==> config.mk <==
export PLATFORM = sky130hd
export DESIGN_NAME = nur_replacement_policy
export DESIGN_NICKNAME = d
export VERILOG_FILES = /design/src/hdl/nur_pkg.sv /design/src/hdl/nur_ram.sv /design/src/hdl/nur_scan.sv /design/src/hdl/nur_replacement_policy.sv
export SDC_FILE = /design/constraint.sdc
export NUM_CORES = 1
export LEC_CHECK = 0
export ABC_CLOCK_PERIOD_IN_PS = 8800
export BUFFER_PORTS_ARGS = -buffer_cell sky130_fd_sc_hd__buf_2
export CAP_MARGIN = 20
export CORE_AREA = 2 2 160 162
export CTS_CLUSTER_SIZE = 30
export DETAILED_ROUTE_END_ITERATION = 10
export DIE_AREA = 0 0 162 164
export PLACE_DENSITY = 0.79
export SLEW_MARGIN = 20
export SYNTH_ARGS = -nofsm -noshare
export SYNTH_HDL_FRONTEND = slang
export SYNTH_SLANG_ARGS = --single-unit
export TNS_END_PERCENT = 100
==> constraint.sdc <==
create_clock -name i_clk -period 8.8 [get_ports i_clk]
set_clock_uncertainty 0.2 [all_clocks]
set_input_delay 0.88 -clock i_clk [delete_from_list [all_inputs] [get_ports i_clk]]
set_output_delay 0.88 -clock i_clk [all_outputs]
set_load 0.05 [all_outputs]
==> src/hdl/nur_pkg.sv <==
// Package for the not-used-recently replacement block.
// Holds sizes, mode and register codes, and the flag-entry and victim types.
// No dependencies.
package nur_pkg;

    // Number of cache blocks tracked and the address width of the flag memory.
    localparam int NUM_BLOCKS = 64;
    localparam int ADDR_W     = (NUM_BLOCKS > 1) ? $clog2(NUM_BLOCKS) : 1;

    // Fixed field widths.
    localparam int MODE_W = 3;
    localparam int BLK_W  = 6;
    localparam int CNT_W  = 12;
    localparam int TOT_W  = 32;

    // Command modes.
    localparam logic [MODE_W-1:0] MODE_READ       = 3'd0;
    localparam logic [MODE_W-1:0] MODE_WRITE      = 3'd1;
    localparam logic [MODE_W-1:0] MODE_REPLACE    = 3'd2;
    localparam logic [MODE_W-1:0] MODE_INVALIDATE = 3'd3;
    localparam logic [MODE_W-1:0] MODE_WRITEBACK  = 3'd4;

    // Configuration register indexes.
    localparam logic CFG_DEREF_EN     = 1'b0;
    localparam logic CFG_DEREF_PERIOD = 1'b1;

    // Reset values and the counter preset used by invalidate-all.
    localparam logic [CNT_W-1:0] DEREF_PERIOD_RST = 12'd16;
    localparam logic [CNT_W-1:0] INV_PRESET       = 12'd100;

    // Rank above every real 2*referenced+modified value.
    localparam logic [2:0] RANK_NONE = 3'd4;

    typedef logic [ADDR_W-1:0] t_addr;

    // One word of the flag memory.
    typedef struct packed {
        logic valid;
        logic modified;
        logic referenced;
    } t_entry;

    // Outcome of a victim search.
    typedef struct packed {
        logic  found_free;
        t_addr index;
        logic  referenced;
        logic  dirty;
    } t_victim;

endpackage

==> src/hdl/nur_ram.sv <==
// Generic simple dual-port RAM: one write port, one registered read port.
// No dependencies.
module nur_ram #(
    parameter int   WIDTH = 8,
    parameter int   DEPTH = 64,
    localparam int  AW    = (DEPTH > 1) ? $clog2(DEPTH) : 1
) (
    input  logic             i_clk,
    input  logic             i_we,
    input  logic [AW-1:0]    i_waddr,
    input  logic [WIDTH-1:0] i_wdata,
    input  logic [AW-1:0]    i_raddr,
    output logic [WIDTH-1:0] o_rdata
);

    logic [WIDTH-1:0] r_mem [DEPTH];
    logic [WIDTH-1:0] r_rdata;

    // Write and read; the read word appears in the cycle after the address.
    always_ff @(posedge i_clk) begin
        if (i_we) begin
            r_mem[i_waddr] <= i_wdata;
        end
        r_rdata <= r_mem[i_raddr];
    end

    assign o_rdata = r_rdata;

endmodule

==> src/hdl/nur_scan.sv <==
// Victim search accumulator: watches one flag word per cycle, when i_valid, in a scan.
// Depends on nur_pkg.
module nur_scan (
    input  logic             i_clk,
    input  logic             i_rst_n,
    input  logic             i_start,
    input  logic             i_valid,
    input  nur_pkg::t_addr   i_addr,
    input  nur_pkg::t_entry  i_entry,
    output nur_pkg::t_victim o_victim
);
    import nur_pkg::*;

    logic       r_found;
    t_addr      r_free_idx;
    logic       r_free_ref;
    logic [2:0] r_best_rank;
    t_addr      r_best_idx;
    logic       r_best_ref;
    logic       r_best_mod;
    logic [2:0] w_rank;

    assign w_rank = {1'b0, i_entry.referenced, i_entry.modified};

    // Keep the first invalid block and the first block of lowest rank.
    always_ff @(posedge i_clk) begin
        if (!i_rst_n || i_start) begin
            r_found     <= 1'b0;
            r_best_rank <= RANK_NONE;
        end else if (i_valid) begin
            if (!i_entry.valid && !r_found) begin
                r_found    <= 1'b1;
                r_free_idx <= i_addr;
                r_free_ref <= i_entry.referenced;
            end
            if (w_rank < r_best_rank) begin
                r_best_rank <= w_rank;
                r_best_idx  <= i_addr;
                r_best_ref  <= i_entry.referenced;
                r_best_mod  <= i_entry.modified;
            end
        end
    end

    // A free block wins; otherwise the lowest-ranked valid block.
    assign o_victim.found_free = r_found;
    assign o_victim.index      = r_found ? r_free_idx : r_best_idx;
    assign o_victim.referenced = r_found ? r_free_ref : r_best_ref;
    assign o_victim.dirty      = !r_found && r_best_mod;

endmodule

==> src/hdl/nur_replacement_policy.sv <==
// Not-used-recently replacement policy for NUM_BLOCKS cache blocks.
// A read, write or write-back edits one flag word by read-modify-write; an access that
// clears the referenced bits, and invalidate-all, sweep all NUM_BLOCKS words; replace
// scans all words and writes the victim; modes that do nothing strobe o_done in the next
// cycle. Commands are taken only while idle; the flag RAM has a single read port.
// After reset the block clears every word of the flag RAM with o_busy high.
// Results cannot be stalled by the receiver. Depends on nur_pkg, nur_ram, nur_scan.
module nur_replacement_policy (
    input  logic                        i_clk,
    input  logic                        i_rst_n,
    input  logic                        i_start,
    input  logic [nur_pkg::MODE_W-1:0]  i_mode,
    input  logic [nur_pkg::BLK_W-1:0]   i_block_index,
    input  logic                        i_cfg_we,
    input  logic                        i_cfg_index,
    input  logic [nur_pkg::CNT_W-1:0]   i_cfg_wdata,
    output logic                        o_busy,
    output logic                        o_done,
    output logic [nur_pkg::BLK_W-1:0]   o_victim_index,
    output logic                        o_victim_dirty,
    output logic                        o_victim_was_free,
    output logic                        o_deref_done,
    output logic [nur_pkg::TOT_W-1:0]   o_deref_total
);
    import nur_pkg::*;

    localparam logic [2:0] S_IDLE = 3'd0;
    localparam logic [2:0] S_INIT = 3'd1;
    localparam logic [2:0] S_RMW  = 3'd2;
    localparam logic [2:0] S_SCAN = 3'd3;
    localparam logic [2:0] S_VWR  = 3'd4;

    localparam t_addr LAST_ADDR = t_addr'(NUM_BLOCKS - 1);

    // Control and configuration registers.
    logic [2:0]       r_state;
    logic             r_deref_en;
    logic [CNT_W-1:0] r_deref_period;
    logic [CNT_W-1:0] r_acc_cnt;
    logic [TOT_W-1:0] r_deref_cnt;
    logic             r_strobe;
    logic             r_pend;
    logic             r_issue_done;

    // Sweep addresses and the per-word edit of the current item.
    t_addr            r_addr;
    t_addr            r_end;
    t_addr            r_pend_addr;
    t_addr            r_patch_addr;
    logic             r_clr_val;
    logic             r_clr_ref;
    logic             r_set_ref;
    logic             r_set_mod;
    logic             r_clr_mod;

    // Result registers.
    logic [BLK_W-1:0] r_vidx;
    logic             r_vdirty;
    logic             r_vfree;
    logic             r_ddone;

    logic             w_accept;
    logic             w_idx_ok;
    t_addr            w_blk;
    logic             w_counts;
    logic [CNT_W-1:0] w_cnt_inc;
    logic             w_clear;
    logic             w_last;
    logic             w_hit;
    t_entry           w_rdata;
    t_entry           w_edit;
    t_victim          w_victim;
    logic             w_ram_we;
    t_addr            w_ram_waddr;
    t_entry           w_ram_wdata;

    assign w_accept = i_start && (r_state == S_IDLE);
    assign w_idx_ok = (32'(i_block_index) < NUM_BLOCKS);
    assign w_blk    = t_addr'(i_block_index);
    assign w_last   = r_pend && (r_pend_addr == r_end);

    // Access counting: reads and writes in range, and invalidate-all with its preset.
    always_comb begin
        w_counts  = r_deref_en &&
                    ((((i_mode == MODE_READ) || (i_mode == MODE_WRITE)) && w_idx_ok) ||
                     (i_mode == MODE_INVALIDATE));
        w_cnt_inc = ((i_mode == MODE_INVALIDATE) ? INV_PRESET : r_acc_cnt) + 12'd1;
        w_clear   = w_counts && (w_cnt_inc >= r_deref_period);
    end

    // Edit applied to each word read back during a read-modify-write sweep.
    always_comb begin
        w_hit             = (r_pend_addr == r_patch_addr);
        w_edit.valid      = r_clr_val ? 1'b0 : w_rdata.valid;
        w_edit.referenced = (w_hit && r_set_ref) ? 1'b1 :
                            (r_clr_ref ? 1'b0 : w_rdata.referenced);
        w_edit.modified   = (w_hit && r_set_mod) ? 1'b1 :
                            ((w_hit && r_clr_mod) ? 1'b0 : w_rdata.modified);
    end

    // Write port of the flag RAM.
    always_comb begin
        w_ram_we    = 1'b0;
        w_ram_waddr = r_pend_addr;
        w_ram_wdata = w_edit;
        unique case (r_state)
            S_INIT: begin
                w_ram_we    = 1'b1;
                w_ram_waddr = r_addr;
                w_ram_wdata = '0;
            end
            S_RMW: begin
                w_ram_we = r_pend;
            end
            S_VWR: begin
                w_ram_we    = 1'b1;
                w_ram_waddr = w_victim.index;
                w_ram_wdata = '{valid: 1'b1, modified: 1'b0,
                                referenced: w_victim.referenced};
            end
            default: begin
                w_ram_we = 1'b0;
            end
        endcase
    end

    nur_ram #(
        .WIDTH ($bits(t_entry)),
        .DEPTH (NUM_BLOCKS)
    ) u_ram (
        .i_clk   (i_clk),
        .i_we    (w_ram_we),
        .i_waddr (w_ram_waddr),
        .i_wdata (w_ram_wdata),
        .i_raddr (r_addr),
        .o_rdata (w_rdata)
    );

    nur_scan u_scan (
        .i_clk    (i_clk),
        .i_rst_n  (i_rst_n),
        .i_start  (w_accept && (i_mode == MODE_REPLACE)),
        .i_valid  (r_pend && (r_state == S_SCAN)),
        .i_addr   (r_pend_addr),
        .i_entry  (w_rdata),
        .o_victim (w_victim)
    );

    // Configuration registers.
    always_ff @(posedge i_clk) begin
        if (!i_rst_n) begin
            r_deref_en     <= 1'b1;
            r_deref_period <= DEREF_PERIOD_RST;
        end else if (i_cfg_we) begin
            unique case (i_cfg_index)
                CFG_DEREF_EN:     r_deref_en     <= i_cfg_wdata[0];
                CFG_DEREF_PERIOD: r_deref_period <= i_cfg_wdata;
                default:          r_deref_en     <= r_deref_en;
            endcase
        end
    end

    // Access and dereference counters, updated when a word is taken.
    always_ff @(posedge i_clk) begin
        if (!i_rst_n) begin
            r_acc_cnt   <= '0;
            r_deref_cnt <= '0;
        end else if (w_accept && w_counts) begin
            r_acc_cnt   <= w_clear ? '0 : w_cnt_inc;
            r_deref_cnt <= r_deref_cnt + TOT_W'(w_clear);
        end
    end

    // Sequencer: reset clear pass, read-modify-write sweeps and the victim scan.
    always_ff @(posedge i_clk) begin
        if (!i_rst_n) begin
            r_state      <= S_INIT;
            r_addr       <= '0;
            r_pend       <= 1'b0;
            r_issue_done <= 1'b0;
            r_strobe     <= 1'b0;
        end else begin
            r_strobe <= 1'b0;
            r_pend   <= 1'b0;
            unique case (r_state)
                S_INIT: begin
                    if (r_addr == LAST_ADDR) begin
                        r_state <= S_IDLE;
                    end else begin
                        r_addr <= r_addr + t_addr'(1);
                    end
                end
                S_IDLE: begin
                    if (w_accept) begin
                        r_issue_done <= 1'b0;
                        r_vidx       <= '0;
                        r_vdirty     <= 1'b0;
                        r_vfree      <= 1'b0;
                        r_ddone      <= w_clear;
                        r_clr_val    <= 1'b0;
                        r_clr_ref    <= w_clear;
                        r_set_ref    <= 1'b0;
                        r_set_mod    <= 1'b0;
                        r_clr_mod    <= 1'b0;
                        r_patch_addr <= w_blk;
                        unique case (i_mode)
                            MODE_READ, MODE_WRITE: begin
                                if (w_idx_ok) begin
                                    r_state   <= S_RMW;
                                    r_set_ref <= 1'b1;
                                    r_set_mod <= (i_mode == MODE_WRITE);
                                    r_addr    <= w_clear ? '0 : w_blk;
                                    r_end     <= w_clear ? LAST_ADDR : w_blk;
                                end else begin
                                    r_strobe <= 1'b1;
                                end
                            end
                            MODE_REPLACE: begin
                                r_state <= S_SCAN;
                                r_addr  <= '0;
                                r_end   <= LAST_ADDR;
                            end
                            MODE_INVALIDATE: begin
                                r_state   <= S_RMW;
                                r_clr_val <= 1'b1;
                                r_addr    <= '0;
                                r_end     <= LAST_ADDR;
                            end
                            MODE_WRITEBACK: begin
                                if (w_idx_ok) begin
                                    r_state   <= S_RMW;
                                    r_clr_mod <= 1'b1;
                                    r_addr    <= w_blk;
                                    r_end     <= w_blk;
                                end else begin
                                    r_strobe <= 1'b1;
                                end
                            end
                            default: begin
                                r_strobe <= 1'b1;
                            end
                        endcase
                    end
                end
                S_RMW, S_SCAN: begin
                    // Issue one read a cycle; its word comes back with r_pend.
                    if (!r_issue_done) begin
                        r_pend      <= 1'b1;
                        r_pend_addr <= r_addr;
                        if (r_addr == r_end) begin
                            r_issue_done <= 1'b1;
                        end else begin
                            r_addr <= r_addr + t_addr'(1);
                        end
                    end
                    if (w_last) begin
                        if (r_state == S_RMW) begin
                            r_state  <= S_IDLE;
                            r_strobe <= 1'b1;
                        end else begin
                            r_state <= S_VWR;
                        end
                    end
                end
                S_VWR: begin
                    r_state  <= S_IDLE;
                    r_strobe <= 1'b1;
                    r_vidx   <= BLK_W'(w_victim.index);
                    r_vdirty <= w_victim.dirty;
                    r_vfree  <= w_victim.found_free;
                end
                default: begin
                    r_state <= S_IDLE;
                end
            endcase
        end
    end

    assign o_busy            = (r_state != S_IDLE);
    assign o_done            = r_strobe;
    assign o_victim_index    = r_vidx;
    assign o_victim_dirty    = r_vdirty;
    assign o_victim_was_free = r_vfree;
    assign o_deref_done      = r_ddone;
    assign o_deref_total     = r_deref_cnt;

    // A read is only in flight while sweeping or scanning.
    a_pend_state: assert property (@(posedge i_clk) disable iff (!i_rst_n)
        r_pend |-> ((r_state == S_RMW) || (r_state == S_SCAN)))
        else $error("flag read in flight outside a sweep or scan");

    // No result is produced during the reset clear pass.
    a_no_strobe_init: assert property (@(posedge i_clk) disable iff (!i_rst_n)
        (r_state == S_INIT) |-> !r_strobe)
        else $error("result strobe during reset clear pass");

    // A taken word either finishes at once or keeps the block busy.
    a_accept_progress: assert property (@(posedge i_clk) disable iff (!i_rst_n)
        w_accept |=> (o_busy || o_done))
        else $error("accepted word neither busy nor done");

    // A free victim never needs write-back.
    a_free_clean: assert property (@(posedge i_clk) disable iff (!i_rst_n)
        o_done |-> !(o_victim_was_free && o_victim_dirty))
        else $error("free victim reported dirty");

endmodule
# After elaboration in Yosys (flattened, before gate mapping)
# Memory sizes are Yosys's and may differ from the RTL's. A register that Yosys moved wholly into a read port is not among the register bits.
# Index checks and enable logic that the tools add are counted.
# totals
register_bits	119
output_inout_bits	43
wordCells	147
memories	1
ramBits	192
# mem_list
memory	depth	word_bits	rd	rd_ports_with_merged_regs	write_ports	line_no	rtl
u_ram.r_mem	64	3	1	1	1	nur_ram.sv:16	logic [WIDTH-1:0] r_mem [DEPTH];
# op_classes
addsub	3
n_lt_le_gt_ge	2
n_mux	46
n_eq_ne	20
n_bitwise	3
reduce_logical	45
# op_table
op	count
6-bit case mux with 3 select lines	3
6-bit two-way mux	8
32-bit by 1-bit adder with 32-bit output	1
12-bit two-way mux	2
6-bit case mux with 2 select lines	2
1-bit two-way mux	19
6-bit equality test	3
3-bit AND reduction	5
12-bit by 1-bit adder with 12-bit output, second input constant	1
3-bit by 2-bit equality test with 1-bit output, second input constant	4
12-bit greater-or-equal comparator	1
1-bit logical AND	12
3-bit two-way mux	4
2-bit inequality test, second input constant	6
3-bit case mux with 2 select lines	2
2-bit AND reduction	6
3-bit case mux with 3 select lines	1
3-bit nonzero test	3
1-bit case mux with 2 select lines	4
4-bit AND reduction	2
2-bit OR reduction	4
6-bit by 1-bit adder with 6-bit output, second input constant	1
3-bit by 1-bit equality test with 1-bit output, second input constant	2
3-bit equality test, second input constant	2
other kinds (13)	21

# Depth between registers and ports, before layout
# depth
word_depth	9
mapped_depth	25

# Modules after synthesis
# Synthesis repeated with hierarchy kept, for this count alone.
# unflattened
hier_cells	1047
hier_area_um2	13863.3
# modules_own_cells
mod	seq_area_each_um2	area_each_um2	cells_each	instances
nur_ram	5825.6	7915.1	432	1
nur_replacement_policy	2312.2	5172.5	566	1
nur_scan	530.5	775.7	49	1

# Least setup slack after synthesis
# Ideal clock, no wire load.
# synth_path
path_kind	in2reg
start	input port i_mode[1] (netlist name)
end	register r_deref_cnt[18] (netlist: o_deref_total[18])
arrival_ns	4.996
stages	25
path_buffers	2
slack_ns	3.476
path_cell_list	nor2b_1 clkbuf_1 nand2_1 and2_1 ha_1 nand3_1 nor2_1 nand4_1 xor2_1 nor2_1 ha_1 and4_1 o2111ai_1 nor3_1 o21ai_1 inv_1 ha_1 ha_1 nand3_1 nor4_4 and3_1 buf_4 nand4_1 xor2_1 nor2_1
# synth_between
elab_chain_cells	6
elab_cells_between_ends	12
cone_classes	add/sub: 2; order compare: 1; eq/ne: 2; mux: 1; reduce/logical: 6
# synth_lines
item	line_no	rtl
start, declared	nur_replacement_policy.sv:12	input logic [nur_pkg::MODE_W-1:0] i_mode,
3-bit by 2-bit equality test with 1-bit output, or another cell as far along	nur_replacement_policy.sv:86, nur_replacement_policy.sv:87	
12-bit two-way mux or 1-bit logical OR (tied branches)	nur_replacement_policy.sv:87, nur_replacement_policy.sv:85	
12-bit by 1-bit adder with 12-bit output or 1-bit logical OR (tied branches)	nur_replacement_policy.sv:87, nur_replacement_policy.sv:85	
12-bit greater-or-equal comparator or 1-bit logical AND (tied branches)	nur_replacement_policy.sv:88, nur_replacement_policy.sv:84	
1-bit logical AND *	nur_replacement_policy.sv:88	w_clear = w_counts && (w_cnt_inc >= r_deref_period);
net w_clear	nur_replacement_policy.sv:67	logic w_clear;
32-bit by 1-bit adder with 32-bit output *	nur_replacement_policy.sv:170	r_deref_cnt <= r_deref_cnt + TOT_W'(w_clear);
end signal, assigned	nur_replacement_policy.sv:170	
end, declared	nur_replacement_policy.sv:40	logic [TOT_W-1:0] r_deref_cnt;
# The timed path passes the listed nets; every way through them passes the cells marked *.
# A chain may end at the register's enable or synchronous reset.

# Worst setup path in the final report
# Ends and elaborated chain as after synthesis.

==> impl_results.md <==
* Clock Pin Slew Worst Setup and Hold Paths at 0.06 ns
* Inst Count DP at 1368
* Post-route antenna net violation count at 0
* Final clock period utilization by the worst path at between 60% and 70%
* Post-synthesis register bit count at roughly 310
* Number of enable flip-flop cells after synthesis at around 240
* H-tree depth reported by CTS at 1
* Global-route congestion overflow total at 0
* Clock net sink count at 314
* Synth Instances at between 1000 and 1500
* Final cell area excluding filler cells at around 15000 um2
* Time the worst path needs with I/O delays and setup at ~6 ns
* Synth top area cells: sky130_fd_sc_hd__edfxtp_1, sky130_fd_sc_hd__dfxtp_1, sky130_fd_sc_hd__mux4_2
* Number of DRC markers in iteration 0 at approximately 1000
* Most instantiated flip-flop cell in the synthesis netlist: sky130_fd_sc_hd__edfxtp_1
* Post-route non-filler standard cell count at approximately 1400
* Synth Cell Area at around 14000 um2
* Hold Crit Depth at 2
* Total nets after synthesis at about 1100
* Number of input and output port buffers inserted at a little under 70
* Fill cells at ~1800
* Endpoints failing setup at 0
* Maximum number of pins on one net before global-route repair at 65
* Portion of total power attributed to combinational logic at about 5.6%
* Clock insertion delay at the later pin of the skew report at 0.58 ns
* Number of optimization iterations in the first detailed-route pass at 5
* Switching fraction of total power at approximately 22%
* Switch Pwr at roughly 660 uW
* Area inside the core boundary at about 25000 um2
* Post-Route WL at 29300 um
* Sequential fraction of design power at around 52%
* Minimum hold slack at 0.261 ns
* Syn Area/Cell at 13.4 um2
* Crit Path Max Fanout at 10
* Area post-placement at 14200 um2
* Leakage power of the design at between 5 and 6 nW
* Distinct cell type count after synthesis at 56
* Global-route wire length before repair at around 46000 um
* Sequential cell area at just under 9000 um2
* Row count at 58
* PD cells at roughly 200 nW/um2
* Global-route total usage across every layer at 22.4%
* Number of CTS-inserted buffers at 30
* Number of maximum-capacitance violations at 0
* DR DRC count at 0
* Setup repair bufs after CTS at 0
* Antenna violations before repair at 0
* Number of vias per cell after detailed routing at 6.03
* Post-synthesis sequential area ratio at between 60% and 70%
* Post-synthesis cell type with the largest combined area: sky130_fd_sc_hd__edfxtp_1
* Post-layout utilization of the core at approximately three fifths
* Async set-or-reset flop fraction in the synthesized netlist at 0%
* Data required time at the worst endpoint at around 9.0 ns
* Root Buffer Master: sky130_fd_sc_hd__clkbuf_16
* Critical Path End Type: flop
* Final-report max-slew violation count at 0
* Tightest Hold Check Type: reg -> reg
* Wirelength per Cell at around 21 um
* Via count at 8593
* Starting utilization of the core area at 54.5%
* Worst supply voltage drop on vdd at approximately 0.14 mV
* Result of the run: complete, no violations
* Fraction of synthesized cell area taken by the top area cell type at 52.8%
* Worst setup SP type: primary input
* Hold Buf Count CTS at 0
* Ys Warns at 0
* CTS-repair resized insts at 0
* Final hold violation count at 0
* Clock tree from TritonCTS: yes
* Fmax at ~170 MHz
* Tightest slew margin relative to the limit at between 20% and 30%
* Antenna Diode Count at 0
* Horizontal extent of the die at roughly 160 um
* Internal Power at around 2.4 mW
* Total area of multi-input combinational cells at around 4600 um2
* Number of cell instances on the worst register-to-register path at 21
* Overall die height at about 160 um
* NumNets Final at about 1100
* CP arrival at between 6 and 7 ns
* Transition time of the tightest slew-check pin at approximately 1.1 ns
* Top-level I/O count at between 60 and 70
* Vias in the first global route at between 8000 and 9000
* Critical path start-end classification: in -> reg
* Area delta synth->final at 12.4%
* Area of the die at between 20000 and 30000 um2
* DP Wirelength at 19200 um
* Maximum buffer depth of the clock tree at 3
* Fraction of final layout cells sized beyond drive strength 1 at 17.1%
* Portion of total power attributed to the clock network at between 40% and 50%
* GPL Wtd Cong at 0.879
* Setup repair after global routing missed its margin: no
* Fin Setup TNS at 0 ns
-- layout by cell type, fill, tap and decap left out, drive strengths merged, types with 3 or more instances in the layout --
| cell type | count |
|---|---|
| edfxtp | 238 |
| nor2 | 132 |
| nand2 | 80 |
| buf | 77 |
| dfxtp | 76 |
| mux4 | 49 |
| nand3 | 43 |
| clkbuf | 39 |
| a21oi | 36 |
| xor2 | 36 |
| xnor2 | 23 |
| inv | 22 |
| nand4 | 19 |
| o21ai | 19 |
| mux2i | 18 |
| ha | 17 |
| nor3 | 16 |
| clkinv | 13 |
| nor2b | 11 |
| and2 | 11 |
| and4 | 9 |
| or3 | 9 |
| nand2b | 9 |
| and3 | 8 |
| a22oi | 6 |
| a31oi | 6 |
| nor4 | 6 |
| a221o | 5 |
| a32o | 5 |
| a21o | 4 |
| nor3b | 4 |
| nand3b | 4 |
| a22o | 4 |
| a221oi | 4 |
| o2111ai | 3 |
| a211oi | 3 |
| o21bai | 3 |
| o32ai | 3 |
-- Yosys cell counts (3+ instances only) --
cell type,n
sky130_fd_sc_hd__a211oi_1,3
sky130_fd_sc_hd__a21o_1,4
sky130_fd_sc_hd__a21oi_1,36
sky130_fd_sc_hd__a221o_1,5
sky130_fd_sc_hd__a221oi_1,4
sky130_fd_sc_hd__a22o_1,4
sky130_fd_sc_hd__a22oi_1,6
sky130_fd_sc_hd__a31oi_1,6
sky130_fd_sc_hd__a32o_1,5
sky130_fd_sc_hd__and2_1,11
sky130_fd_sc_hd__and3_1,8
sky130_fd_sc_hd__and4_1,9
sky130_fd_sc_hd__buf_1,3
sky130_fd_sc_hd__buf_2,14
sky130_fd_sc_hd__buf_4,4
sky130_fd_sc_hd__clkbuf_1,28
sky130_fd_sc_hd__dfxtp_1,76
sky130_fd_sc_hd__edfxtp_1,238
sky130_fd_sc_hd__ha_1,17
sky130_fd_sc_hd__inv_1,20
sky130_fd_sc_hd__mux2i_1,18
sky130_fd_sc_hd__mux4_2,49
sky130_fd_sc_hd__nand2_1,80
sky130_fd_sc_hd__nand2b_1,9
sky130_fd_sc_hd__nand3_1,43
sky130_fd_sc_hd__nand3b_1,4
sky130_fd_sc_hd__nand4_1,19
sky130_fd_sc_hd__nor2_1,132
sky130_fd_sc_hd__nor2b_1,11
sky130_fd_sc_hd__nor3_1,15
sky130_fd_sc_hd__nor3b_1,4
sky130_fd_sc_hd__nor4_1,4
sky130_fd_sc_hd__o2111ai_1,3
sky130_fd_sc_hd__o21ai_0,15
sky130_fd_sc_hd__o21ai_1,4
sky130_fd_sc_hd__o21bai_1,3
sky130_fd_sc_hd__o32ai_1,3
sky130_fd_sc_hd__or3_1,9
sky130_fd_sc_hd__xnor2_1,23
sky130_fd_sc_hd__xor2_1,36
-- final cells by class --
cell class	instances	area share, %
inverters	22	0.543
repair buffers	77	2.68
clock inverters	17	1.14
clock buffers	39	5.64
multi-input cells	625	30.3
flip-flops and latches	314	57.0
well taps	330	2.72
-- per-layer routing --
layer / share of wire (%) / wire (um) / GRT usage, % / vias up
li1: - / - / - / 3903
met1: 41 / 11900 / 30.6 / 4223
met2: 49 / 14400 / 37.1 / 396
met3: 7.6 / 2230 / 3.28 / 71
met4: 2.9 / 863 / 7.76 / 0
met5: 0 / 0 / 0 / -
-- flip-flops by register name, indices dropped and copies added, names as in the netlist, 3 cells and up --
| name | flops |
|---|---|
| u_ram.r_mem | 192 |
| o_deref_total | 32 |
| r_acc_cnt | 12 |
| r_deref_period | 12 |
| o_victim_index | 6 |
| r_addr | 6 |
| r_end | 6 |
| r_patch_addr | 6 |
| r_pend_addr | 6 |
| u_scan.r_best_idx | 6 |
| u_scan.r_free_idx | 6 |
| r_state | 3 |
| u_ram.o_rdata | 3 |
| u_scan.r_best_rank | 3 |
-- critical path, cell delays in order --
cell                        delay [ns]
sky130_fd_sc_hd__buf_2            0.12
sky130_fd_sc_hd__nor2b_1          0.56
sky130_fd_sc_hd__nand2_1          0.31
sky130_fd_sc_hd__and2_1           0.28
sky130_fd_sc_hd__ha_1             0.22
sky130_fd_sc_hd__nand3_1          0.12
sky130_fd_sc_hd__nor2_1           0.09
sky130_fd_sc_hd__nand4_1          0.12
sky130_fd_sc_hd__xor2_1           0.16
sky130_fd_sc_hd__nor2_1           0.07
sky130_fd_sc_hd__ha_1             0.27
sky130_fd_sc_hd__and4_1           0.22
sky130_fd_sc_hd__o2111ai_1        0.10
sky130_fd_sc_hd__nor3_1           0.42
sky130_fd_sc_hd__o21ai_1          0.33
sky130_fd_sc_hd__inv_1            0.28
sky130_fd_sc_hd__ha_1             0.25
sky130_fd_sc_hd__ha_1             0.18
sky130_fd_sc_hd__nand3_1          0.13
sky130_fd_sc_hd__nor4_4           0.31
sky130_fd_sc_hd__and3_1           0.41
sky130_fd_sc_hd__nand4_1          0.18
sky130_fd_sc_hd__xor2_1           0.17
sky130_fd_sc_hd__nor2_1           0.05
-- through the flow --
stage,worst slack (ns),power (mW)
2_1_floorplan,3.48,1.75
3_3_place_gp,2.67,1.80
3_5_place_dp,2.39,1.80
4_1_cts,2.90,3.09
5_1_grt,2.18,3.16
6_report,2.77,3.07
-- power by group through the flow --
stage          Sequential [mW]  Clock (mW)  Combinational, mW
3_3_place_gp              1.63           0              0.165
5_1_grt                   1.60        1.38              0.184
4_1_cts                   1.60        1.32              0.171
2_1_floorplan             1.63           0              0.122
6_report                  1.60        1.30              0.171
3_5_place_dp              1.63           0              0.169
-- logic make-up after synthesis --
logic type                 after synthesis  synth area share [%]
AOI/OAI and AO/OA                      115                  5.68
and+or+nand+nor                        366                  13.1
adders and majority gates               17                  1.57
muxes                                   68                  9.57
DFF                                    314                  64.1
buffers and inverters                   71                  2.21
xor gates and xnor gates                59                  3.82
-- final timing paths --
check                                  startpoint                 to  slack, ns
worst max register to register       r_acc_cnt[0]  o_deref_total[18]       3.62
worst min register to register  r_deref_period[1]  r_deref_period[1]       0.26
worst max-delay path                    i_mode[1]  o_deref_total[18]       2.77
worst min-delay path            r_deref_period[1]  r_deref_period[1]       0.26
Power figures use the tool's default switching activity.
